--- config.mk ---
export PLATFORM = sky130hd
export DESIGN_NAME = svef_ctrl
export DESIGN_NICKNAME = d
export VERILOG_FILES = /design/src/hw/rtl/assert_macros.svh /design/src/hw/rtl/svef_pkg.sv /design/src/hw/rtl/svef_ctrl.sv
export SDC_FILE = /design/constraint.sdc
export NUM_CORES = 1
export LEC_CHECK = 0
export ABC_AREA = 1
export BUFFER_PORTS_ARGS = -buffer_cell sky130_fd_sc_hd__buf_2
export CORE_ASPECT_RATIO = 1.25
export CORE_MARGIN = 4
export CORE_UTILIZATION = 45
export DETAILED_ROUTE_END_ITERATION = 6
export GPL_TIMING_DRIVEN = 0
export PLACE_DENSITY = 0.63
export REMOVE_ABC_BUFFERS = 1
export SETUP_SLACK_MARGIN = 0.2
export SYNTH_ARGS = -nofsm -noshare
export SYNTH_HDL_FRONTEND = slang
export SYNTH_SLANG_ARGS = --single-unit
--- constraint.sdc ---
create_clock -name clk_i -period 2.35 [get_ports clk_i]
set_input_delay 0.47 -clock clk_i [delete_from_list [all_inputs] [get_ports clk_i]]
set_output_delay 0.47 -clock clk_i [all_outputs]
set_load 0.005 [all_outputs]
--- src/hw/rtl/assert_macros.svh ---
// Assertion helpers shared by the RTL; clock and reset names are fixed.
`ifndef ASSERT_MACROS_SVH
`define ASSERT_MACROS_SVH

// Check cons in the same cycle as ante
`define SVEF_ASSERT_NOW(label, ante, cons, msg) \
  label: assert property (@(posedge clk_i) disable iff (!rst_ni) (ante) |-> (cons)) \
    else $error(msg);

// Check cons in the cycle after ante
`define SVEF_ASSERT_NEXT(label, ante, cons, msg) \
  label: assert property (@(posedge clk_i) disable iff (!rst_ni) (ante) |=> (cons)) \
    else $error(msg);

`endif

--- src/hw/rtl/svef_pkg.sv ---
`default_nettype none

package svef_pkg;

  // Default frame limits
  localparam int unsigned MaxWidthDef  = 512;
  localparam int unsigned MaxHeightDef = 512;

  // Field and register widths
  localparam int unsigned DimW     = 10;
  localparam int unsigned PixW     = 8;
  localparam int unsigned CfgAddrW = 2;

  // Frame size after reset
  localparam logic [DimW-1:0] DimReset = DimW'(512);

  // Result queue
  localparam int unsigned FifoDepth = 4;
  localparam int unsigned FifoPtrW  = $clog2(FifoDepth);
  localparam int unsigned FifoCntW  = $clog2(FifoDepth + 2);

  typedef enum logic [CfgAddrW-1:0] {
    CfgFrameWidth  = 2'd0,
    CfgFrameHeight = 2'd1
  } cfg_reg_e;

  // Output position flags for one beat
  typedef struct packed {
    logic emit;
    logic has_left;
    logic has_right;
    logic has_top;
    logic has_bot;
    logic last;
  } pos_t;

  // One line store entry: pixel two rows up and one row up
  typedef struct packed {
    logic [PixW-1:0] older;
    logic [PixW-1:0] recent;
  } line_ent_t;

  typedef struct packed {
    logic [PixW-1:0] edge_value;
    logic            last_of_frame;
  } result_t;

  // Zero acts as one, anything above the limit acts as the limit
  function automatic logic [DimW-1:0] clamp_dim(logic [DimW-1:0] v, int unsigned maxv);
    logic [DimW-1:0] r;
    if (v == '0) begin
      r = DimW'(1);
    end else if (32'(v) > maxv) begin
      r = DimW'(maxv);
    end else begin
      r = v;
    end
    return r;
  endfunction

endpackage

`default_nettype wire

--- src/hw/rtl/svef_ctrl.sv ---
`default_nettype none

module svef_ctrl #(
  parameter int unsigned MaxWidth  = svef_pkg::MaxWidthDef,
  parameter int unsigned MaxHeight = svef_pkg::MaxHeightDef
) (
  input  logic                          clk_i,
  input  logic                          rst_ni,
  input  logic                          cfg_we_i,
  input  logic [svef_pkg::CfgAddrW-1:0] cfg_addr_i,
  input  logic [svef_pkg::DimW-1:0]     cfg_data_i,
  input  logic                          step_i,
  output logic [svef_pkg::DimW-1:0]     col_o,
  output svef_pkg::pos_t                pos_o
);
  import svef_pkg::*;

  logic [DimW-1:0] width_q, width_d;
  logic [DimW-1:0] height_q, height_d;
  logic [DimW-1:0] in_col_q, in_col_d;
  logic [1:0]      in_row_q, in_row_d;   // saturates at two
  logic [DimW-1:0] out_col_q, out_col_d;
  logic [DimW-1:0] out_row_q, out_row_d;
  logic [DimW-1:0] w_eff, h_eff;
  logic            restart;

  assign w_eff = clamp_dim(width_q, MaxWidth);
  assign h_eff = clamp_dim(height_q, MaxHeight);

  // Derive flags for the beat at the current position
  always_comb begin
    pos_o.emit      = in_row_q[1] || (in_row_q == 2'd1 && in_col_q != '0);
    pos_o.has_left  = out_col_q != '0;
    pos_o.has_right = out_col_q != (w_eff - DimW'(1));
    pos_o.has_top   = out_row_q != '0;
    pos_o.has_bot   = out_row_q != (h_eff - DimW'(1));
    pos_o.last      = !pos_o.has_bot && !pos_o.has_right;
  end

  assign col_o = in_col_q;

  // Advance positions, restart on config write or last result
  always_comb begin
    width_d   = width_q;
    height_d  = height_q;
    in_col_d  = in_col_q;
    in_row_d  = in_row_q;
    out_col_d = out_col_q;
    out_row_d = out_row_q;
    restart   = 1'b0;
    if (cfg_we_i) begin
      unique case (cfg_addr_i)
        CfgFrameWidth: begin
          width_d = cfg_data_i;
          restart = 1'b1;
        end
        CfgFrameHeight: begin
          height_d = cfg_data_i;
          restart  = 1'b1;
        end
        default: ;
      endcase
    end else if (step_i) begin
      if (pos_o.emit && pos_o.last) begin
        restart = 1'b1;
      end else begin
        if (pos_o.emit) begin
          if (!pos_o.has_right) begin
            out_col_d = '0;
            out_row_d = out_row_q + DimW'(1);
          end else begin
            out_col_d = out_col_q + DimW'(1);
          end
        end
        if (in_col_q == (w_eff - DimW'(1))) begin
          in_col_d = '0;
          in_row_d = in_row_q[1] ? in_row_q : in_row_q + 2'd1;
        end else begin
          in_col_d = in_col_q + DimW'(1);
        end
      end
    end
    if (restart) begin
      in_col_d  = '0;
      in_row_d  = '0;
      out_col_d = '0;
      out_row_d = '0;
    end
  end

  always_ff @(posedge clk_i or negedge rst_ni) begin
    if (!rst_ni) begin
      width_q   <= DimReset;
      height_q  <= DimReset;
      in_col_q  <= '0;
      in_row_q  <= '0;
      out_col_q <= '0;
      out_row_q <= '0;
    end else begin
      width_q   <= width_d;
      height_q  <= height_d;
      in_col_q  <= in_col_d;
      in_row_q  <= in_row_d;
      out_col_q <= out_col_d;
      out_row_q <= out_row_d;
    end
  end

endmodule

`default_nettype wire

==> impl_metrics.sql <==
INSERT INTO impl_metrics (metric_group, metric, value, unit) VALUES
('yosys', 'postSynthAreaPerCell', '6.72', 'um2'),
('drt', 'drt_pass1_iterations', '4', ''),
('grt', 'number_of_global_route_vias_before_repair', '3613', ''),
('grt', 'overflow', '0', ''),
('sta', 'slew_viol_final', '0', ''),
('yosys', 'proportion_of_netlist_area_held_by_the_largest_area_contributor', '34.5', '%'),
('pwr', 'leakage_component_of_the_power', '2.30', 'nW'),
('place', 'number_of_cells_after_detailed_placement', '656', ''),
('sta', 'finalHoldViolations', '0', ''),
('sta', 'grt_setup_unrepaired', 'yes', ''),
('finish', 'area.growth.synth_to_final', '26.4', '%'),
('place', 'gpl.final_weighted_congestion', '0.914', ''),
('finish', 'final_design_area_no_fill', '0.00459', 'mm2'),
('worst_setup_path', 'timing.critical_path.to_type', 'output pin', ''),
('finish', 'drive_above_1_share', '24.9', '%'),
('sta', 'clock_skew', '0.0163', 'ns'),
('pwr', 'share_seq_of_total_power', '35.8', '%'),
('yosys', 'netlist.top_cell.by_area', 'sky130_fd_sc_hd__dfrtp_1', ''),
('outcome', 'outcome', 'finished with violations', ''),
('pwr', 'power_report.internal_total', '2.09', 'mW'),
('place', 'post_dp_hpwl', '6.86', 'mm'),
('sta', 'setup_viol_count_final', '35', ''),
('flow_run', 'max_cap_violations', '0', ''),
('clocking', 'clk_root_buffer_cell', 'sky130_fd_sc_hd__clkbuf_8', ''),
('finish', 'fill_cells', '757', ''),
('floorplanning', 'die_area', '0.00958', 'mm2'),
('pwr', 'switching_power', '1.49', 'mW'),
('grt', 'grt_pass1_wl', '16.5', 'mm'),
('clocking', 'max-clock-path-buffers', '2', ''),
('finish', 'layout.cells.non_filler', '705', ''),
('yosys', 'ys_seq_area_share', '35.9', '%'),
('sta', 'final.period_utilization', '134', '%'),
('worst_setup_path', 'setup.worst_path.start_class', 'flop', ''),
('place', 'placed_area', '0.00384', 'mm2'),
('clocking', 'numClockSinks', '52', ''),
('clocking', 'cts.reportedPaths.clkPinSlew', '0.10', 'ns'),
('pwr', 'swShare', '41.5', '%'),
('worst_setup_path', 'required', '1.88', 'ns'),
('yosys', 'ys_async_sr_fraction', '100', '%'),
('yosys', 'yosys.cell_count.top_type', 'sky130_fd_sc_hd__nand2_1', ''),
('grt', 'grt_max_degree', '53', ''),
('clocking', 'htree_levels', '2', ''),
('drt', 'drt_iter0_markers', '161', ''),
('floorplanning', 'core.rowCount', '36', ''),
('drt', 'wl_per_cell', '13.9', 'um'),
('yosys', 'ys_seq_elements', '52', ''),
('outcome', 'failed_checks', 'setup timing', ''),
('sta', 'fmaxAchievable', '319', 'MHz'),
('floorplanning', 'design.portCount', '32', ''),
('finish', 'n_antenna_cell', '0', ''),
('finish', 'nets', '633', ''),
('sta', 'relSlewSlack', '19.3', '%'),
('drt', 'routed_wirelength', '9.80', 'mm'),
('drt', 'dr_total_vias', '3703', ''),
('worst_setup_path', 'timing_worst_setup_path_type', 'flop to output pin', ''),
('floorplanning', 'die_y', '108', 'um'),
('worst_setup_path', 'cp.arrival', '2.67', 'ns'),
('yosys', 'synthDistinctLibCells', '34', ''),
('yosys', 'synthFlopType', 'sky130_fd_sc_hd__dfrtp_1', ''),
('worst_setup_path', 'worstPathMaxFanout', '4', ''),
('clocking', 'cts_made_buffers', '5', ''),
('sta', 'layout_setup_ws', '-0.789', 'ns'),
('pwr', 'clkPwrFrac', '17.7', '%'),
('grt', 'gr-usage-all-layers', '21.5', '%'),
('clocking', 'cts_tree', 'done', ''),
('pwr', 'pwr_cell_area', '781', 'mW/mm2'),
('drt', 'route.antenna.remaining_nets', '0', ''),
('pwr', 'ir_drop', '0.000399', 'V'),
('place', 'io_buffers', '31', ''),
('drt', 'detail_route.vias_per_cell', '5.25', ''),
('floorplanning', 'die_w', '88.3', 'um');
-- final timing paths --
path	from	to	slack, ns	cells past startpoint
worst min-delay path	cfg_data_i[7]	width_q[7]	0.38	3
worst max register to register	width_q[2]	out_row_q[6]	-0.58	19
max in group asynchronous	rst_ni	width_q[2]	1.13	1
worst max-delay path	width_q[2]	pos_o[0]	-0.79	15
min in group asynchronous	rst_ni	out_col_q[2]	0.39	1
worst min register to register	in_row_q[0]	in_row_q[0]	0.48	2
-- final cells by class --
type                            instances  area, um2  area share, %
Multi-Input combinational cell        402       2220           48.5
Sequential cell                        52       1310           28.6
Timing Repair Buffer                   71        498           10.9
Inverter                               76        308           6.71
Tap cell                               95        119           2.59
Clock buffer                            6       72.6           1.58
Clock inverter                          2       35.0          0.764
Timing Repair inverter                  1       16.3          0.355
-- cells by family after synthesis --
kind of cell | after synthesis | share of synthesized area [%]
buffers and inverters | 86 | 9.55
XOR/XNOR | 24 | 6.00
AND/OR/NAND/NOR | 309 | 36.1
multiplexers | 1 | 0.310
AO/OA/AOI/OAI | 60 | 9.38
adder cells (fa/ha/maj) | 8 | 2.76
flip-flops | 52 | 35.9
-- state kept, by name, indices dropped and copies added, names as in the netlist --
register	cells
col_o	10
height_q	10
out_col_q	10
out_row_q	10
width_q	10
in_row_q	2
-- power groups by stage --
stage / Sequential (mW) / Combinational (mW) / Clock [mW]
finish: 1.28 / 1.66 / 0.635
global route: 1.31 / 1.89 / 0.691
CTS: 1.27 / 1.50 / 0.646
detailed placement: 1.31 / 1.26 / 0
global placement: 1.30 / 1.24 / 0
floorplan: 1.24 / 0.957 / 0
-- layer usage --
layer / share of wire (%) / global-route usage (%)
met5: 0 / 0
met4: 1.6 / 5.51
met3: 3.0 / 2.13
met2: 53 / 39.0
met1: 42 / 26.8
-- per-stage QoR --
stage / setup WS (ns) / utilization (%) / power [mW] / hold slack [ns] / TNS [ns]
finish: -0.789 / 58.5 / 3.58 / 0.378 / -15.99
global route: -0.977 / 58.5 / 3.89 / 0.390 / -23.38
CTS: -0.801 / 55.2 / 3.42 / 0.368 / -14.56
detailed placement: -1.04 / 49.0 / 2.57 / 0.465 / -31.83
global placement: -1.02 / 49.0 / 2.54 / 0.459 / -31.05
floorplan: -0.455 / - / 2.20 / 0.174 / -11.22
-- worst max-delay path: stages, from the launching register on --
cell	delay (ns)
sky130_fd_sc_hd__dfrtp_2	0.47
sky130_fd_sc_hd__nor2_2	0.13
sky130_fd_sc_hd__nand3_2	0.10
sky130_fd_sc_hd__o21ai_4	0.21
sky130_fd_sc_hd__nand2_2	0.10
sky130_fd_sc_hd__ha_4	0.28
sky130_fd_sc_hd__xor2_1	0.14
sky130_fd_sc_hd__nand3_1	0.09
sky130_fd_sc_hd__nor2_1	0.09
sky130_fd_sc_hd__nand3_1	0.08
sky130_fd_sc_hd__nor2_1	0.11
sky130_fd_sc_hd__nand3_1	0.11
sky130_fd_sc_hd__nor2_2	0.17
sky130_fd_sc_hd__inv_2	0.09
sky130_fd_sc_hd__nor2_2	0.07
sky130_fd_sc_hd__buf_2	0.11
-- cells in the final DEF, fill, tap and decap left out, types with 3 or more instances in the layout --
| cell | n |
|---|---|
| sky130_fd_sc_hd__buf_6 | 8 |
| sky130_fd_sc_hd__o21ai_2 | 4 |
| sky130_fd_sc_hd__xor2_1 | 20 |
| sky130_fd_sc_hd__nand2_2 | 11 |
| sky130_fd_sc_hd__nand3_2 | 4 |
| sky130_fd_sc_hd__clkbuf_8 | 5 |
| sky130_fd_sc_hd__dfrtp_2 | 8 |
| sky130_fd_sc_hd__nand3_1 | 43 |
| sky130_fd_sc_hd__inv_2 | 6 |
| sky130_fd_sc_hd__a21oi_1 | 17 |
| sky130_fd_sc_hd__nand2_1 | 123 |
| sky130_fd_sc_hd__nor2_2 | 12 |
| sky130_fd_sc_hd__nor3_1 | 10 |
| sky130_fd_sc_hd__o21ai_0 | 18 |
| sky130_fd_sc_hd__xnor2_1 | 3 |
| sky130_fd_sc_hd__o41ai_1 | 4 |
| sky130_fd_sc_hd__o21ai_1 | 10 |
| sky130_fd_sc_hd__dfrtp_1 | 42 |
| sky130_fd_sc_hd__nand2_4 | 5 |
| sky130_fd_sc_hd__inv_1 | 66 |
| sky130_fd_sc_hd__buf_4 | 31 |
| sky130_fd_sc_hd__nand4_1 | 21 |
| sky130_fd_sc_hd__buf_2 | 31 |
| sky130_fd_sc_hd__ha_1 | 6 |
| sky130_fd_sc_hd__nor2_1 | 69 |
-- what timing repair did --
action,CTS,global route
setup endpoints to repair,35,36
buffers inserted,26,14
gates cloned,1,0
pin swaps,26,20
gates resized for setup,47,47
Power figures use the tool's default switching activity.
