`src/hw/rtl/assert_macros.svh`:
```
// Assertion helpers shared by the RTL; clock and reset names are fixed.
`ifndef ASSERT_MACROS_SVH
`define ASSERT_MACROS_SVH

// Check cons in the same cycle as ante
`define SVEF_ASSERT_NOW(label, ante, cons, msg) \
  label: assert property (@(posedge clk_i) disable iff (!rst_ni) (ante) |-> (cons)) \
    else $error(msg);

// Check cons in the cycle after ante
`define SVEF_ASSERT_NEXT(label, ante, cons, msg) \
  label: assert property (@(posedge clk_i) disable iff (!rst_ni) (ante) |=> (cons)) \
    else $error(msg);

`endif

```
`src/hw/rtl/svef_pkg.sv`:
```
`default_nettype none

package svef_pkg;

  // Default frame limits
  localparam int unsigned MaxWidthDef  = 512;
  localparam int unsigned MaxHeightDef = 512;

  // Field and register widths
  localparam int unsigned DimW     = 10;
  localparam int unsigned PixW     = 8;
  localparam int unsigned CfgAddrW = 2;

  // Frame size after reset
  localparam logic [DimW-1:0] DimReset = DimW'(512);

  // Result queue
  localparam int unsigned FifoDepth = 4;
  localparam int unsigned FifoPtrW  = $clog2(FifoDepth);
  localparam int unsigned FifoCntW  = $clog2(FifoDepth + 2);

  typedef enum logic [CfgAddrW-1:0] {
    CfgFrameWidth  = 2'd0,
    CfgFrameHeight = 2'd1
  } cfg_reg_e;

  // Output position flags for one beat
  typedef struct packed {
    logic emit;
    logic has_left;
    logic has_right;
    logic has_top;
    logic has_bot;
    logic last;
  } pos_t;

  // One line store entry: pixel two rows up and one row up
  typedef struct packed {
    logic [PixW-1:0] older;
    logic [PixW-1:0] recent;
  } line_ent_t;

  typedef struct packed {
    logic [PixW-1:0] edge_value;
    logic            last_of_frame;
  } result_t;

  // Zero acts as one, anything above the limit acts as the limit
  function automatic logic [DimW-1:0] clamp_dim(logic [DimW-1:0] v, int unsigned maxv);
    logic [DimW-1:0] r;
    if (v == '0) begin
      r = DimW'(1);
    end else if (32'(v) > maxv) begin
      r = DimW'(maxv);
    end else begin
      r = v;
    end
    return r;
  endfunction

endpackage

`default_nettype wire

```
`src/hw/rtl/svef_out_fifo.sv`:
```
`default_nettype none

module svef_out_fifo (
  input  logic                          clk_i,
  input  logic                          rst_ni,
  input  logic                          push_i,
  input  svef_pkg::result_t             data_i,
  input  logic                          pop_i,
  output logic                          valid_o,
  output svef_pkg::result_t             data_o,
  output logic [svef_pkg::FifoCntW-1:0] cnt_o
);
  import svef_pkg::*;

  result_t             buf_q [FifoDepth];
  logic [FifoPtrW-1:0] wr_ptr_q, rd_ptr_q;
  logic [FifoCntW-1:0] cnt_q, cnt_d;

  // Store a result beat
  always_ff @(posedge clk_i) begin
    if (push_i) begin
      buf_q[wr_ptr_q] <= data_i;
    end
  end

  always_comb begin
    cnt_d = cnt_q;
    if (push_i && !pop_i) cnt_d = cnt_q + FifoCntW'(1);
    if (pop_i && !push_i) cnt_d = cnt_q - FifoCntW'(1);
  end

  // Advance pointers
  always_ff @(posedge clk_i or negedge rst_ni) begin
    if (!rst_ni) begin
      wr_ptr_q <= '0;
      rd_ptr_q <= '0;
      cnt_q    <= '0;
    end else begin
      if (push_i) wr_ptr_q <= wr_ptr_q + FifoPtrW'(1);
      if (pop_i) rd_ptr_q <= rd_ptr_q + FifoPtrW'(1);
      cnt_q <= cnt_d;
    end
  end

  assign valid_o = cnt_q != '0;
  assign data_o  = buf_q[rd_ptr_q];
  assign cnt_o   = cnt_q;

endmodule

`default_nettype wire

```
`config.mk`:
```
export PLATFORM = sky130hd
export DESIGN_NAME = svef_out_fifo
export DESIGN_NICKNAME = d
export VERILOG_FILES = /design/src/hw/rtl/assert_macros.svh /design/src/hw/rtl/svef_pkg.sv /design/src/hw/rtl/svef_out_fifo.sv
export SDC_FILE = /design/constraint.sdc
export NUM_CORES = 1
export LEC_CHECK = 0
export ABC_AREA = 0
export BUFFER_PORTS_ARGS = -buffer_cell sky130_fd_sc_hd__buf_4
export CAP_MARGIN = 5
export CORE_UTILIZATION = 31
export CTS_BUF_LIST = sky130_fd_sc_hd__clkbuf_8
export CTS_CLUSTER_SIZE = 25
export DETAILED_ROUTE_END_ITERATION = 16
export RECOVER_POWER = 25
export SYNTH_ARGS = -nofsm -noshare
export SYNTH_HDL_FRONTEND = slang
export SYNTH_SLANG_ARGS = --single-unit
```
`constraint.sdc`:
```
create_clock -name clk_i -period 1.5 [get_ports clk_i]
set_input_delay 0.15 -clock clk_i [delete_from_list [all_inputs] [get_ports clk_i]]
set_output_delay 0.15 -clock clk_i [all_outputs]
set_load 0.02 [all_outputs]
```
==> results of run 1 <==
==> report_power, final <==
| group | total (W) | internal (W) | leakage (nW) | switching [W] |
|---|---|---|---|---|
| combinational | 0.00168 | 0.000898 | 0.363 | 0.000777 |
| clock | 0.00103 | 0.000658 | 0.0695 | 0.000369 |
| sequential | 0.00179 | 0.00160 | 0.411 | 0.000186 |
| total | 0.00449 | 0.00316 | 0.843 | 0.00133 |
==> worst min path at each step <==
stage,start,depth (start not counted),to
global route,pop_i,2,rd_ptr_q[0]$_DFFE_PN0P_
CTS,pop_i,2,rd_ptr_q[0]$_DFFE_PN0P_
global placement,rst_ni,1,rd_ptr_q[1]$_DFFE_PN0P_
finish,pop_i,2,rd_ptr_q[0]$_DFFE_PN0P_
detailed placement,rst_ni,1,cnt_o[2]$_DFFE_PN0P_
floorplan,rst_ni,0,cnt_o[0]$_DFFE_PN0P_
==> cell families after synthesis <==
family | after synthesis
buf+inv | 8
compound gates | 1
xor+xnor | 6
simple gates | 8
flops | 43
mux | 10
fa+ha+maj | 6
==> routing by layer <==
layer	vias to the layer above	global-route usage, %	share of wire, %	wire length [microns]
li1	399	-	-	-
met1	449	12.6	44	1230
met2	26	17.7	48	1340
met3	5	3.73	5.4	150
met4	0	6.35	2.1	59
met5	-	0	0	0
==> cell usage after synthesis <==
master,count,share of area (%)
and2_1,4,1.5
mux2i_1,1,0.59
mux4_2,8,11
nor2_1,1,0.22
mux4_1,1,1.6
edfxtp_1,36,64
o21ai_0,1,0.30
buf_2,1,0.30
nand2_1,2,0.44
ha_1,5,3.7
dfrtp_1,7,10
xnor2_1,2,1.0
inv_1,6,1.3
fa_1,1,1.2
xor2_1,4,2.1
or3_1,1,0.37
buf_6,1,0.66
==> registers in the layout (all words and copies together) (netlist names) <==
name / cells
buf_q: 36
cnt_o: 3
rd_ptr_q: 2
wr_ptr_q: 2
==> through the flow <==
stage	worst slack, ps	power (W)	cell area, sq um	util (%)
2_1_floorplan	69.3	0.00269	1690	-
5_1_grt	-224	0.00473	2210	42.7
3_5_place_dp	4.23	0.00335	2040	39.5
3_3_place_gp	76.3	0.00330	2040	39.5
6_report	-162	0.00449	2210	42.7
4_1_cts	-185	0.00456	2240	43.3
==> final cells by class <==
class	instances	area [sq um]	area share [%]
Multi-Input combinational cell	31	399	18.1
Clock buffer	5	68.8	3.11
Timing Repair Buffer	39	310	14.0
Clock inverter	3	63.8	2.89
Inverter	6	22.5	1.02
Tap cell	70	87.6	3.96
Sequential cell	43	1260	56.9
==> what timing repair did <==
item,in CTS,in global routing
buffers inserted,1,0
endpoints found under the hold margin,7,0
hold buffers,1,0
resized for setup,13,1
endpoints found under the setup margin,9,10
pin swaps,0,2
==> metrics, run 1 <==
status=complete, but fails checks; failing checks=setup timing; synth unique cells=17; Die Y-Extent=between 70 and 80 microns; Post-Synthesis Cells=82; 1st-pass router iterations=4; Finished Layout Cells=197; endpoint of the lowest-slack register-to-register path=cnt_o[2]$_DFFE_PN0P_; area of the die=between 0.005 and 0.006 sq mm; Max-Cap Viols=0; total number of vias=about 900; data arrival time of the worst path=between 1500 and 2000 ps; final count of hold timing violations=0; share of synthesized area spent on multiplexers=approximately 13%; number of I/O port buffers=25; Synth Area per Inst=just over 20 sq um; wirelength, routed=between 2000 and 3000 microns; compound-gate portion of the synthesized area=less than 1%; Critical Path Start=rd_ptr_q[0]$_DFFE_PN0P_; number of global-route vias before repair=slightly above 900; reg-to-reg startpoint=cnt_o[1]$_DFFE_PN0P_; required time of the worst setup path=approximately 1400 ps; RSZ-0062 raised after global routing=true; CP endpoint kind=primary output; H-tree level count=2; worst setup path end=data_o[7]; share of the clock period used by the worst path=111%; Slew Limit Fails=0; Die X=~76 microns; setup violation total in the final timing report=9; Synth Area in Adders=roughly 5%; r2r worst-path depth=5; PD cells=2030 mW/mm^2; Post-Synth Simple-Gate Area=roughly 2.5%; sequential share of the synthesized area=approximately three quarters; type of element launching the critical path=flop; CTS Buf Count=5; worst reg2reg setup slack=between 100 and 150 ps; number of antenna cells inserted=0; maximum clock path buffer count=2; global-route wire length before repair=between 4000 and 5000 microns; relative max-transition margin=between 80 and 90%; Min Hold Slack=between 40 and 50 ps; slowest cell delay on critical path=510 ps; I/O pin cnt=26; largest fanout on the critical path=4; worst vdd ir=between 0.0007 and 0.0008 V; fin nets=approximately 150; number of antenna violations at the first check in global routing=0; Ys Warns=0; Final WS setup=-162 ps; CP max stage cell=mux4_2; final weighted congestion in routability-driven placement=around 0.7; grt ovf=0; cell type group with the largest total delay on the critical path=multiplexers; largest family of logic cells by synthesized area=multiplexers; pin count of the biggest net entering global routing=14; number of instances in the placed design=187; Worst Setup Path Type=flop to primary output; area share of xor/xnor cells in the synthesized design=approximately 3.1%; logic depth of the worst path, buffers included=3; highest achievable clock rate=between 0.6 and 0.7 GHz; share of cells above drive strength 1=38.6%; clock network latency to the later pin of the worst-skew pair=between 200 and 300 ps; total core area=~0.0052 sq mm; total of flip-flops plus latches after synthesis=43; Fill cells=about 470; GRT Overall Usage=10.9%; commonest cells after routing, fill and taps aside=edfxtp_1 (36), buf_4 (20), buf_6 (11); total half-perimeter wirelength after legalization and detailed placement=2050 microns; TritonCTS Sinks=43; Clk pin slew, worst setup/hold paths=roughly 80 ps; vias per cell=around 4.5; number of buffer and inverter instances along the worst setup path=2; number of nets with antenna violations after routing=0; TritonCTS clock tree=built; nets in the synthesized netlist=101; Post-route DRC=0; Starting DRT DRC Count=40; Tightest Hold Check Type=input pin to flop; Layout Skew=~6.3 ps; total number of placement rows=26; critical path's most frequent cell=buf_6; commonest non-fill, non-tap cell in the layout=edfxtp_1; detailed-route wire length per cell=between 10 and 15 microns; clock period minus worst slack=~1700 ps; setup_tns=-1330 ps; synth-to-layout area growth=30.5%; Root Buffer Master=clkbuf_8; Least-Margin Pin Slew=roughly 260 ps; Leakage=roughly 0.84 nW; initial core utilization=between 30 and 40%; cell breakdown of the critical path=buf_6 > mux4_2 > buf_6; post-synthesis instance area=0.00169 sq mm
(Power assumes the default switching activity.)
==> run 2: changes to the inputs <==
ABC_AREA = 1   (was 0)
==> run 2 against run 1 <==
The run now ends clean. Sequential power hardly changed. Sequential share of layout area decreased by 4.0 points. Largest cell class unchanged. Wire length rose by 11%. First-iteration DRC count increased by 15%.
==> metrics, run 2 <==
type of element launching the critical path=flop; Critical Path Start=rd_ptr_q[0]$_DFFE_PN0P_; required time of the worst setup path=1350 ps; switching fraction of total power=a little under two fifths; placed instance area=about 0.0023 sq mm; GRT Overall Usage=11.1%; Clk pin slew, worst setup/hold paths=80 ps; commonest non-fill, non-tap cell in the layout=nand2_1; total number of vias=approximately 1100; relative max-transition margin=between 80% and 90%; EDFF count, synth=36; Final WS setup=roughly 21 ps; Root Buffer Master=clkbuf_8; CTS Buf Count=5; nets in the synthesized netlist=between 150 and 200; vias per cell=between 4 and 5; largest family of logic cells by synthesized area=compound AO/OA/AOI/OAI gates; total core area=0.00596 sq mm; commonest cells after routing, fill and taps aside=nand2_1 (38), edfxtp_1 (36), inv_1 (31); pin count of the biggest net entering global routing=21; compound-gate portion of the synthesized area=between 10 and 15%; area taken by multi-input logic gates=approximately 480 sq um; wirelength, routed=slightly above 3000 microns; number of buffer and inverter instances along the worst setup path=2; largest cells by area after synthesis=edfxtp_1 (56%), dfrtp_1 (9.1%), nand2_1 (7.4%); Leakage=1.02 nW; Post-route DRC=0; Worst Setup Path Type=flop to primary output; Synth Area per Inst=about 13 sq um; CP max stage cell=dfrtp_2; fraction of registers with async set or reset after synthesis=16.3%; cell type with the highest aggregate area in the netlist=edfxtp_1; number of antenna cells inserted=0; Fill cells=~600; Die Y-Extent=slightly above 80 microns; post-synthesis instance area=roughly 0.0019 sq mm; Tightest Hold Check Type=input pin to flop; most frequent cells after synthesis=nand2_1 (38), edfxtp_1 (36), inv_1 (31); fin nets=around 210; Max-Cap Viols=0; predominant post-synthesis flop cell=edfxtp_1; number of instances in the placed design=between 200 and 300; synth unique cells=19; Ys Warns=0; proportion of power drawn by flip-flops and latches=38.1%; highest achievable clock rate=about 0.68 GHz; slowest cell delay on critical path=460 ps; Worst Setup Slack post-DPL=~120 ps; global-route wire length before repair=approximately 5200 microns; final count of hold timing violations=0; status=completed; total of flip-flops plus latches after synthesis=43; cell internal power dissipation=about 0.003 W; total half-perimeter wirelength after legalization and detailed placement=between 2000 and 2500 microns; fraction of post-synthesis cell area in the top cell type by area=between 50% and 60%; GR Util met1=about 14%; clock network fraction of design power=15.8%; grt ovf=0; Min Hold Slack=56.4 ps; CP endpoint kind=primary output; share of synthesized area spent on multiplexers=0%; Die X=a little over 80 microns; I/O pin cnt=26; Synth Area in Adders=under 10%; post-route standard cell area excluding fillers=roughly 0.0024 sq mm; final weighted congestion in routability-driven placement=0.732; clock network latency to the later pin of the worst-skew pair=approximately 290 ps; reg-to-reg startpoint=cnt_o[1]$_DFFE_PN0P_; TritonCTS clock tree=built; total net switching power=between 0.0015 and 0.002 W; Starting DRT DRC Count=46; Post-Synthesis Cells=152; worst vdd ir=0.000688 V; TritonCTS Sinks=between 40 and 50; met3 demand-to-capacity share in global routing=approximately 2.7%; Post-Synth Simple-Gate Area=under 10%; number of I/O port buffers=25; largest fanout on the critical path=20; RSZ-0062 raised after global routing=true; Finished Layout Cells=roughly 260; share of the clock period used by the worst path=98.6%; Least-Margin Pin Slew=~220 ps; global-route met2 utilization=between 10% and 20%; detailed-route wire length per cell=approximately 12 microns; number of antenna violations at the first check in global routing=0; number of flip-flops in the largest register=36; share of cells above drive strength 1=between 20% and 30%; PD cells=1970 mW/mm^2; initial core utilization=32.2%; 1st-pass router iterations=4; cell type group with the largest total delay on the critical path=flip-flops; Slew Limit Fails=0; number of nets with antenna violations after routing=0; maximum clock path buffer count=2; Top reg by flops=buf_q; synth-to-layout area growth=23.8%; Worst Min Path Start=pop_i; final core utilization=between 30% and 40%; busiest grt layer=met2; H-tree level count=2; area share of xor/xnor cells in the synthesized design=around 2.2%; clock period minus worst slack=between 1000 and 1500 ps; setup violation total in the final timing report=0; area of the die=0.00651 sq mm; Logic pwr share=46.0%; total number of placement rows=28; Layout Skew=roughly 8 ps; data arrival time of the worst path=1330 ps; number of global-route vias before repair=between 1000 and 1500; sequential cell area=roughly 0.0013 sq mm; cell breakdown of the critical path=buf_12 > o211ai_1 > nand2_1 > buf_6; sequential share of the synthesized area=around two thirds; most used standard cell by instance count after synthesis=nand2_1
==> run 2: timing repair <==
action / CTS / global route
hold endpoints to repair: 7 / 0
setup endpoints to repair: 9 / 8
pin swaps: 3 / 2
gates resized for setup: 5 / 4
buffers inserted: 1 / 0
hold buffers: 1 / 0
==> run 2: cell type report <==
cell class              count  share of cell area (%)
well taps                  75                    3.95
multi-input cells          71                    20.2
flip-flops and latches     43                    52.9
repair buffers             35                    13.8
clock buffers               5                    2.89
inverters                  32                    5.26
clock inverters             3                    1.00
==> run 2: path summary, 6_finish.rpt <==
check,end,slack [ps],depth (start not counted)
max,data_o[7],20,4
min,rd_ptr_q[0]$_DFFE_PN0P_,60,2
max reg2reg,cnt_o[2]$_DFFE_PN0P_,230,6
min reg2reg,cnt_o[2]$_DFFE_PN0P_,510,2
max in group asynchronous,rd_ptr_q[0]$_DFFE_PN0P_,1160,2
min in group asynchronous,cnt_o[2]$_DFFE_PN0P_,210,2
==> run 2: kinds of logic (layout without fill, tap and decap cells) <==
family	Yosys count	after routing
DFF	43	43
and+or+nand+nor	41	41
buffers and inverters	38	75
AOI/OAI and AO/OA	20	20
adders and majority gates	6	6
xor gates and xnor gates	4	4
==> run 2: stage by stage <==
step,setup TNS [ps],power (W)
after floorplan,0,0.00309
after global placement,0,0.00384
after detailed placement,0,0.00387
after CTS,-1.68,0.00470
after global routing,-333,0.00502
final,0,0.00467
==> run 2: power by group through the flow <==
stage	Sequential, W	Combinational [W]	Clock, W
5_1_grt	0.00181	0.00238	0.000825
3_5_place_dp	0.00181	0.00206	0
4_1_cts	0.00179	0.00214	0.000775
2_1_floorplan	0.00177	0.00132	0
3_3_place_gp	0.00181	0.00203	0
6_report	0.00178	0.00215	0.000741
==> run 2: layer usage <==
metal,vias up,share of wire (%)
met5,-,0
met4,0,1.8
met3,5,3.5
met2,19,48
met1,492,47
li1,570,-
