==> config.mk <==
export PLATFORM = sky130hd
export DESIGN_NAME = svef_grad
export DESIGN_NICKNAME = d
export VERILOG_FILES = /design/src/hw/rtl/assert_macros.svh /design/src/hw/rtl/svef_pkg.sv /design/src/hw/rtl/svef_grad.sv
export SDC_FILE = /design/constraint.sdc
export NUM_CORES = 1
export LEC_CHECK = 0
export BUFFER_PORTS_ARGS = -buffer_cell sky130_fd_sc_hd__buf_2
export CELL_PAD_IN_SITES_DETAIL_PLACEMENT = 1
export CELL_PAD_IN_SITES_GLOBAL_PLACEMENT = 1
export CORE_AREA = 3 3 107 109
export DETAILED_ROUTE_END_ITERATION = 7
export DIE_AREA = 0 0 110 112
export PLACE_DENSITY = 0.74
export SYNTH_ARGS = -nofsm -noshare
export SYNTH_HDL_FRONTEND = slang
export SYNTH_SLANG_ARGS = --single-unit
==> constraint.sdc <==
create_clock -name clk_i -period 7.55 [get_ports clk_i]
set_clock_uncertainty 0.1 [all_clocks]
set_input_delay 2.265 -clock clk_i [delete_from_list [all_inputs] [get_ports clk_i]]
set_output_delay 2.265 -clock clk_i [all_outputs]
set_load 0.01 [all_outputs]
==> src/hw/rtl/assert_macros.svh <==
// Assertion helpers shared by the RTL; clock and reset names are fixed.
`ifndef ASSERT_MACROS_SVH
`define ASSERT_MACROS_SVH

// Check cons in the same cycle as ante
`define SVEF_ASSERT_NOW(label, ante, cons, msg) \
  label: assert property (@(posedge clk_i) disable iff (!rst_ni) (ante) |-> (cons)) \
    else $error(msg);

// Check cons in the cycle after ante
`define SVEF_ASSERT_NEXT(label, ante, cons, msg) \
  label: assert property (@(posedge clk_i) disable iff (!rst_ni) (ante) |=> (cons)) \
    else $error(msg);

`endif

==> src/hw/rtl/svef_pkg.sv <==
`default_nettype none

package svef_pkg;

  // Default frame limits
  localparam int unsigned MaxWidthDef  = 512;
  localparam int unsigned MaxHeightDef = 512;

  // Field and register widths
  localparam int unsigned DimW     = 10;
  localparam int unsigned PixW     = 8;
  localparam int unsigned CfgAddrW = 2;

  // Frame size after reset
  localparam logic [DimW-1:0] DimReset = DimW'(512);

  // Result queue
  localparam int unsigned FifoDepth = 4;
  localparam int unsigned FifoPtrW  = $clog2(FifoDepth);
  localparam int unsigned FifoCntW  = $clog2(FifoDepth + 2);

  typedef enum logic [CfgAddrW-1:0] {
    CfgFrameWidth  = 2'd0,
    CfgFrameHeight = 2'd1
  } cfg_reg_e;

  // Output position flags for one beat
  typedef struct packed {
    logic emit;
    logic has_left;
    logic has_right;
    logic has_top;
    logic has_bot;
    logic last;
  } pos_t;

  // One line store entry: pixel two rows up and one row up
  typedef struct packed {
    logic [PixW-1:0] older;
    logic [PixW-1:0] recent;
  } line_ent_t;

  typedef struct packed {
    logic [PixW-1:0] edge_value;
    logic            last_of_frame;
  } result_t;

  // Zero acts as one, anything above the limit acts as the limit
  function automatic logic [DimW-1:0] clamp_dim(logic [DimW-1:0] v, int unsigned maxv);
    logic [DimW-1:0] r;
    if (v == '0) begin
      r = DimW'(1);
    end else if (32'(v) > maxv) begin
      r = DimW'(maxv);
    end else begin
      r = v;
    end
    return r;
  endfunction

endpackage

`default_nettype wire

==> src/hw/rtl/svef_grad.sv <==
`default_nettype none

module svef_grad #(
  parameter int unsigned AddrW = $clog2(svef_pkg::MaxWidthDef)
) (
  input  logic                      clk_i,
  input  logic                      rst_ni,
  input  logic                      step_i,
  input  logic                      mode_i,
  input  logic [svef_pkg::PixW-1:0] pixel_i,
  input  logic [AddrW-1:0]          addr_i,
  input  svef_pkg::pos_t            pos_i,
  input  svef_pkg::line_ent_t       rd_data_i,
  output logic                      wr_en_o,
  output logic [AddrW-1:0]          wr_addr_o,
  output svef_pkg::line_ent_t       wr_data_o,
  output logic                      valid_o,
  output logic                      push_o,
  output svef_pkg::result_t         result_o
);
  import svef_pkg::*;

  logic            s1_valid_q;
  pos_t            s1_pos_q;
  logic [PixW-1:0] s1_px_q;
  logic [AddrW-1:0] s1_addr_q;
  // bot_q: the two previous pixels; top_q: the two previous upper taps
  logic [PixW-1:0] bot_q [2];
  logic [PixW-1:0] top_q [2];
  logic [DimW-1:0] below, above, diff;

  // Capture the beat; drain beats carry a zero pixel
  always_ff @(posedge clk_i or negedge rst_ni) begin
    if (!rst_ni) begin
      s1_valid_q <= 1'b0;
    end else begin
      s1_valid_q <= step_i;
    end
  end

  always_ff @(posedge clk_i) begin
    if (step_i) begin
      s1_pos_q  <= pos_i;
      s1_px_q   <= mode_i ? '0 : pixel_i;
      s1_addr_q <= addr_i;
    end
  end

  // Shift the window once the column read is back
  always_ff @(posedge clk_i) begin
    if (s1_valid_q) begin
      bot_q[0] <= s1_px_q;
      bot_q[1] <= bot_q[0];
      top_q[0] <= rd_data_i.older;
      top_q[1] <= top_q[0];
    end
  end

  // Move the column down one row in the line store
  assign wr_en_o          = s1_valid_q;
  assign wr_addr_o        = s1_addr_q;
  assign wr_data_o.older  = rd_data_i.recent;
  assign wr_data_o.recent = s1_px_q;

  // Weighted rows with zero padding at the edges
  always_comb begin
    below = '0;
    above = '0;
    if (s1_pos_q.has_bot) begin
      below = {1'b0, bot_q[0], 1'b0};
      if (s1_pos_q.has_left) below = below + DimW'(bot_q[1]);
      if (s1_pos_q.has_right) below = below + DimW'(s1_px_q);
    end
    if (s1_pos_q.has_top) begin
      above = {1'b0, top_q[0], 1'b0};
      if (s1_pos_q.has_left) above = above + DimW'(top_q[1]);
      if (s1_pos_q.has_right) above = above + DimW'(rd_data_i.older);
    end
  end

  // Clamp the difference to a pixel
  always_comb begin
    diff = below - above;
    if (below <= above) begin
      result_o.edge_value = '0;
    end else if (diff[DimW-1:PixW] != '0) begin
      result_o.edge_value = '1;
    end else begin
      result_o.edge_value = diff[PixW-1:0];
    end
    result_o.last_of_frame = s1_pos_q.last;
  end

  assign valid_o = s1_valid_q;
  assign push_o  = s1_valid_q && s1_pos_q.emit;

endmodule

`default_nettype wire

==> results of run 1 <==
[worst max-delay path, cell delays in order]
cell and delay (ns):
buf_2 0.12, ha_1 0.32, a211oi_2 0.26, buf_4 0.17, o211ai_1 0.15, and3_1 0.23
nor3_2 0.15, a21oi_1 0.07, ha_1 0.29, and4_1 0.24, and2_1 0.17, o21ai_0 0.15
and3_4 0.23, nor3_4 0.21, buf_6 0.15, a21oi_2 0.05, buf_2 0.14
[worst max path at each step]
stage	startpoint	to	slack, ns	cells after the start
2_1_floorplan	rd_data_i[8]	result_o[1]	-0.04	17
3_3_place_gp	rd_data_i[8]	result_o[7]	-0.34	18
3_5_place_dp	rd_data_i[8]	result_o[4]	-0.48	18
4_1_cts	rd_data_i[8]	result_o[4]	-0.20	18
5_1_grt	rd_data_i[8]	result_o[3]	-0.35	19
6_report	rd_data_i[9]	result_o[3]	-0.19	17
[placed cells by master (no fill, tap or decap), types with 14 or more instances in the layout]
master and count:
ha_1 41, buf_2 62, o21ai_0 14, a21oi_1 19, nand2_1 20, buf_4 25, nor2_1 16, edfxtp_1 55
nor2b_1 22, inv_1 16
[final cells by class]
type	instances	area (um^2)	area share
Sequential cell	56	1680	0.343
Timing Repair Buffer	90	536	0.110
Clock inverter	3	21.3	0.00435
Clock buffer	5	68.8	0.0141
Tap cell	140	175	0.0358
Inverter	18	67.6	0.0138
Multi-Input combinational cell	294	2340	0.479
[metal layers]
| layer | vias up | GRT usage | part of all wire |
|---|---|---|---|
| li1 | 1596 | - | - |
| met2 | 59 | 0.316 | 0.50 |
| met3 | 11 | 0.0290 | 0.041 |
| met4 | 0 | 0.0407 | 0.013 |
| met5 | - | 0 | 0 |
| met1 | 1578 | 0.233 | 0.45 |
[flip-flops by register name (all words and copies together) (netlist names)]
name       flops
s1_pos_q       5
valid_o        1
s1_px_q        8
result_o       1
bot_q         16
wr_addr_o      9
top_q         16
[what timing repair did]
item                                    CTS  global route
pin swaps                                18            12
buffers inserted                          1             2
endpoints found under the setup margin    8             8
gates resized for setup                  16            14
[power groups by stage]
stage / Clock [uW] / Combinational, uW / Sequential (uW)
finish: 173 / 643 / 384
floorplan: 0 / 382 / 391
detailed placement: 0 / 573 / 392
global placement: 0 / 551 / 391
global route: 189 / 716 / 388
CTS: 181 / 592 / 385
[through the flow]
| stage | util | total power [uW] | std cells |
|---|---|---|---|
| after floorplan | - | 773 | 386 |
| after global placement | 0.436 | 942 | 595 |
| after detailed placement | 0.436 | 965 | 595 |
| after CTS | 0.450 | 1160 | 604 |
| after global routing | 0.457 | 1290 | 606 |
| final | 0.457 | 1200 | 606 |
[cell families after synthesis]
| logic type | count (synthesis) | synth area share |
|---|---|---|
| AO/OA/AOI/OAI | 106 | 0.175 |
| XOR/XNOR | 17 | 0.0364 |
| adder cells (fa/ha/maj) | 47 | 0.153 |
| buffers and inverters | 36 | 0.0422 |
| flip-flops | 56 | 0.410 |
| multiplexers | 13 | 0.0358 |
| AND/OR/NAND/NOR | 111 | 0.147 |
==> reports/qor.yml, run 1 <==
dpl_cell_area_mm2: 0.00466
tightest_slew_ns: 0.607
clk_path_buf_depth: 2
arrival_ns: 5.37
rsz0062_at_grt: "yes"
drive_gt1_frac: 0.294
holdPathStages: 0
violations: "setup timing"
vias: 3244
synth_async_sr_flop_share: 0.0179
p_sw_frac: 0.389
critPathCaptureType: "primary output"
power.density_mw_per_mm2: 245
synthTopCellsByCount: "edfxtp_1, ha_1, a21oi_1"
cts.clk_slew.worst_paths_ns: 0.10
initial_core_util: 0.382
ir_worst_vdd_uv: 185
place_worst_setup_slack_ns: -0.479
hold_viol_final: 0
p_seq_frac: 0.320
start_kind: "input port"
viasPerCell: 5.35
maxSlewViolCount: 0
p_sw_uw: 466
synth_seq_cells: 56
synth_area_leader_cell: "edfxtp_1"
status: "finished, violations left"
synth_top_cell_area_share: 0.404
cts-root-buf: "clkbuf_8"
comb_power_share: 0.536
fmax_ghz: 0.129
r2r_start: "valid_o$_DFF_PN0_"
min_from: "top_q[0][3]$_DFFE_PP_"
ios: 80
routed_wl_mm: 10.6
hpwlAfterDp_mm: 8.28
netlist_area_mm2: 0.00409
fin_ws_ns: -0.186
cts.sinks: 56
clk_latency_ns: 0.33
grt_max_degree: 34
wl_per_cell_um: 17.5
intPower_uw: 733
die_h_um: 112
htree_levels: 2
synth_cell_type_count: 55
syn_nets: 476
r2r_cells: 1
die_area_mm2: 0.0123
min_period_ns: 7.74
synth_edf_count: 55
hold_class: "reg -> reg"
fillers: 1209
finalHoldWorstSlack_ns: 0.396
routabilityCongestion: 0.853
critPathKind: "in -> out"
avgSynthCellArea_um2: 10.6
syn2layout_area_growth_pct: 19.6
track_usage: 0.181
finalCritPeriodShare: 1.02
finalInstanceArea_mm2: 0.00489
io_buffers: 63
drt_iter0_markers: 171
ys_warn_count: 0
synthFlopType: "edfxtp_1"
ant_nets: 0
worst_ep_required_time_ns: 5.18
grt_pass1_vias: 3545
numCtsBuffers: 5
min_delay_worst_endpoint: "top_q[0][11]$_DFFE_PP_"
antenna_found_initial: 0
slew_headroom: 0.596
setup_viol: 8
power_frac_clock: 0.144
postSynthCellCount: 386
rows: 38
synthTopCellsByArea: "edfxtp_1, ha_1, a21oi_1"
fin_tns_setup_ns: -1.36
seq_area_frac_synth: 0.410
rr_endpoint: "top_q[0][12]$_DFFE_PP_"
p_leak_uw: 0.00207
regToRegSetupSlack_ns: 6.31
coreArea_mm2: 0.0107
overflow: 0
die_w_um: 110
yosysMostFrequentCell: "edfxtp_1"
drcViolationCount: 0
crit_fanout: 4
nets: 555
diodes: 0
grt_pass1_wl_mm: 17.6
drv_cap: 0
first_pass_iters: 4
cts_tree: "done"
holdBufCountCts: 0
Power figures use the tool's default switching activity.
==> inputs of run 2 (changes only) <==
--- a/config.mk
+++ b/config.mk
@@ -11,7 +11,8 @@
 export CORE_AREA = 3 3 107 109
 export DETAILED_ROUTE_END_ITERATION = 7
 export DIE_AREA = 0 0 110 112
-export PLACE_DENSITY = 0.74
+export PLACE_DENSITY_LB_ADDON = 0.05
+export REMOVE_ABC_BUFFERS = 1
 export SYNTH_ARGS = -nofsm -noshare
 export SYNTH_HDL_FRONTEND = slang
 export SYNTH_SLANG_ARGS = --single-unit
==> run 2 against run 1 <==
Compared with the run above: the run still ends with setup timing left; worst hold slack better by 0.014 ns; global-route usage up 0.84 points; maximum frequency up 0.25%; sequential cell count unchanged; power up 3.5%; sequential power about the same; sequential share of layout area down 0.65 points; clock-buffer cell count unchanged; critical path type unchanged; highest routed layer unchanged.
==> reports/qor.yml, run 2 (synthesis results as in run 1) <==
overflow: 0
viasPerCell: 5.31
maxSlewViolCount: 0
fillers: 1234
grt_pass1_wl_mm: 18.2
fin_tns_setup_ns: -1.27
nets: 565
critPathCaptureType: "primary output"
drt_iter0_markers: 135
clk_latency_ns: 0.33
min_period_ns: 7.72
cts.sinks: 56
syn2layout_area_growth_pct: 21.9
drcViolationCount: 0
routed_wl_mm: 11.2
cts-root-buf: "clkbuf_8"
finalHoldWorstSlack_ns: 0.409
vias: 3269
critPathKind: "in -> out"
tightest_slew_ns: 0.796
slew_headroom: 0.462
setup_viol: 8
ant_nets: 0
drive_gt1_frac: 0.307
intPower_uw: 754
power.density_mw_per_mm2: 249
wl_per_cell_um: 18.2
hold_viol_final: 0
layout_commonest_cell: "buf_2"
p_leak_uw: 0.00213
cts.clk_slew.worst_paths_ns: 0.12
fin_ws_ns: -0.166
antenna_found_initial: 0
hold_class: "reg -> reg"
diodes: 0
drv_cap: 0
numCtsBuffers: 5
track_usage: 0.189
p_sw_uw: 488
die_area_mm2: 0.0123
power_frac_clock: 0.151
rows: 38
ir_worst_vdd_uv: 171
fmax_ghz: 0.130
grt_pass1_vias: 3501
p_seq_frac: 0.312
status: "finished, violations left"
comb_power_share: 0.538
routabilityCongestion: 0.832
layout_common_cells: "buf_2, edfxtp_1, ha_1"
ios: 80
die_w_um: 110
coreArea_mm2: 0.0107
cts_tree: "done"
violations: "setup timing"
htree_levels: 2
first_pass_iters: 4
die_h_um: 112
crit_fanout: 6
clk_path_buf_depth: 2
finalCritPeriodShare: 1.02
arrival_ns: 5.35
start_kind: "input port"
initial_core_util: 0.382
rsz0062_at_grt: "yes"
io_buffers: 63
grt_max_degree: 35
hpwlAfterDp_mm: 8.61
p_sw_frac: 0.393
worst_ep_required_time_ns: 5.18
-- run 2: cell types whose count changed in the layout (fill, tap and decap cells not counted), sizes merged --
cell	before	now
buf	90	100
inv	19	21
clkinv	1	0
clkinvlp	1	0
-- run 2: metrics by stage --
stage           util  setup slack [ns]  cell area (um^2)  std cells  power, uW
2_1_floorplan      -          -0.00993              3980        368        758
3_3_place_gp   0.440            -0.393              4710        602        968
3_5_place_dp   0.440            -0.566              4710        602        982
4_1_cts        0.460            -0.263              4920        616       1220
5_1_grt        0.466            -0.395              4980        616       1340
6_report       0.466            -0.166              4980        616       1240
-- run 2: path summary, 6_finish.rpt --
kind                            slack (ns)  depth (start not counted)                      to                  start
max in group asynchronous             5.68                          1       valid_o$_DFF_PN0_                 rst_ni
worst min-delay path                  0.41                          0  top_q[0][11]$_DFFE_PP_  top_q[0][3]$_DFFE_PP_
min in group asynchronous             1.59                          1       valid_o$_DFF_PN0_                 rst_ni
worst max-delay path                 -0.17                         19             result_o[1]           rd_data_i[8]
worst min register to register        0.41                          0  top_q[0][11]$_DFFE_PP_  top_q[0][3]$_DFFE_PP_
worst max register to register        6.30                          1  top_q[0][11]$_DFFE_PP_      valid_o$_DFF_PN0_
-- run 2: power groups by stage --
stage | clock network [uW] | registers, uW | logic [uW]
final | 187 | 387 | 667
after global routing | 208 | 391 | 740
after CTS | 199 | 388 | 632
after detailed placement | 0 | 395 | 587
after global placement | 0 | 393 | 575
after floorplan | 0 | 396 | 363
-- run 2: layout make-up --
cell class | count | area [um^2] | share of cell area
clock inverters | 3 | 28.8 | 0.00578
inverters | 18 | 67.6 | 0.0136
well taps | 140 | 175 | 0.0352
clock buffers | 5 | 68.8 | 0.0138
repair buffers | 100 | 612 | 0.123
flip-flops and latches | 56 | 1680 | 0.337
multi-input cells | 294 | 2350 | 0.472
-- run 2: what timing repair did --
item / in CTS / in global routing
hold buffers: 0 / 0
gates cloned: 0 / 0
pin swaps: 15 / 19
gates resized for setup: 21 / 17
endpoints found under the setup margin: 8 / 8
buffers inserted: 6 / 0
-- run 2: worst max-delay path: stages --
cell and delay (ns):
buf_8 0.08, ha_4 0.12, inv_2 0.04, fa_2 0.34, nor2b_2 0.15, o21a_1 0.17
o21ai_2 0.09, a21oi_2 0.14, xnor2_1 0.13, a2bb2oi_1 0.18, ha_1 0.30, a21o_1 0.18
a21o_1 0.20, a221oi_4 0.25, a21oi_2 0.12, nor3_4 0.23, buf_6 0.15, a21oi_1 0.06
buf_2 0.15
-- run 2: layer usage --
metal,share of wire,global-route usage
met1,0.49,0.274
met2,0.45,0.290
met3,0.034,0.0336
met4,0.019,0.0515
met5,0,0
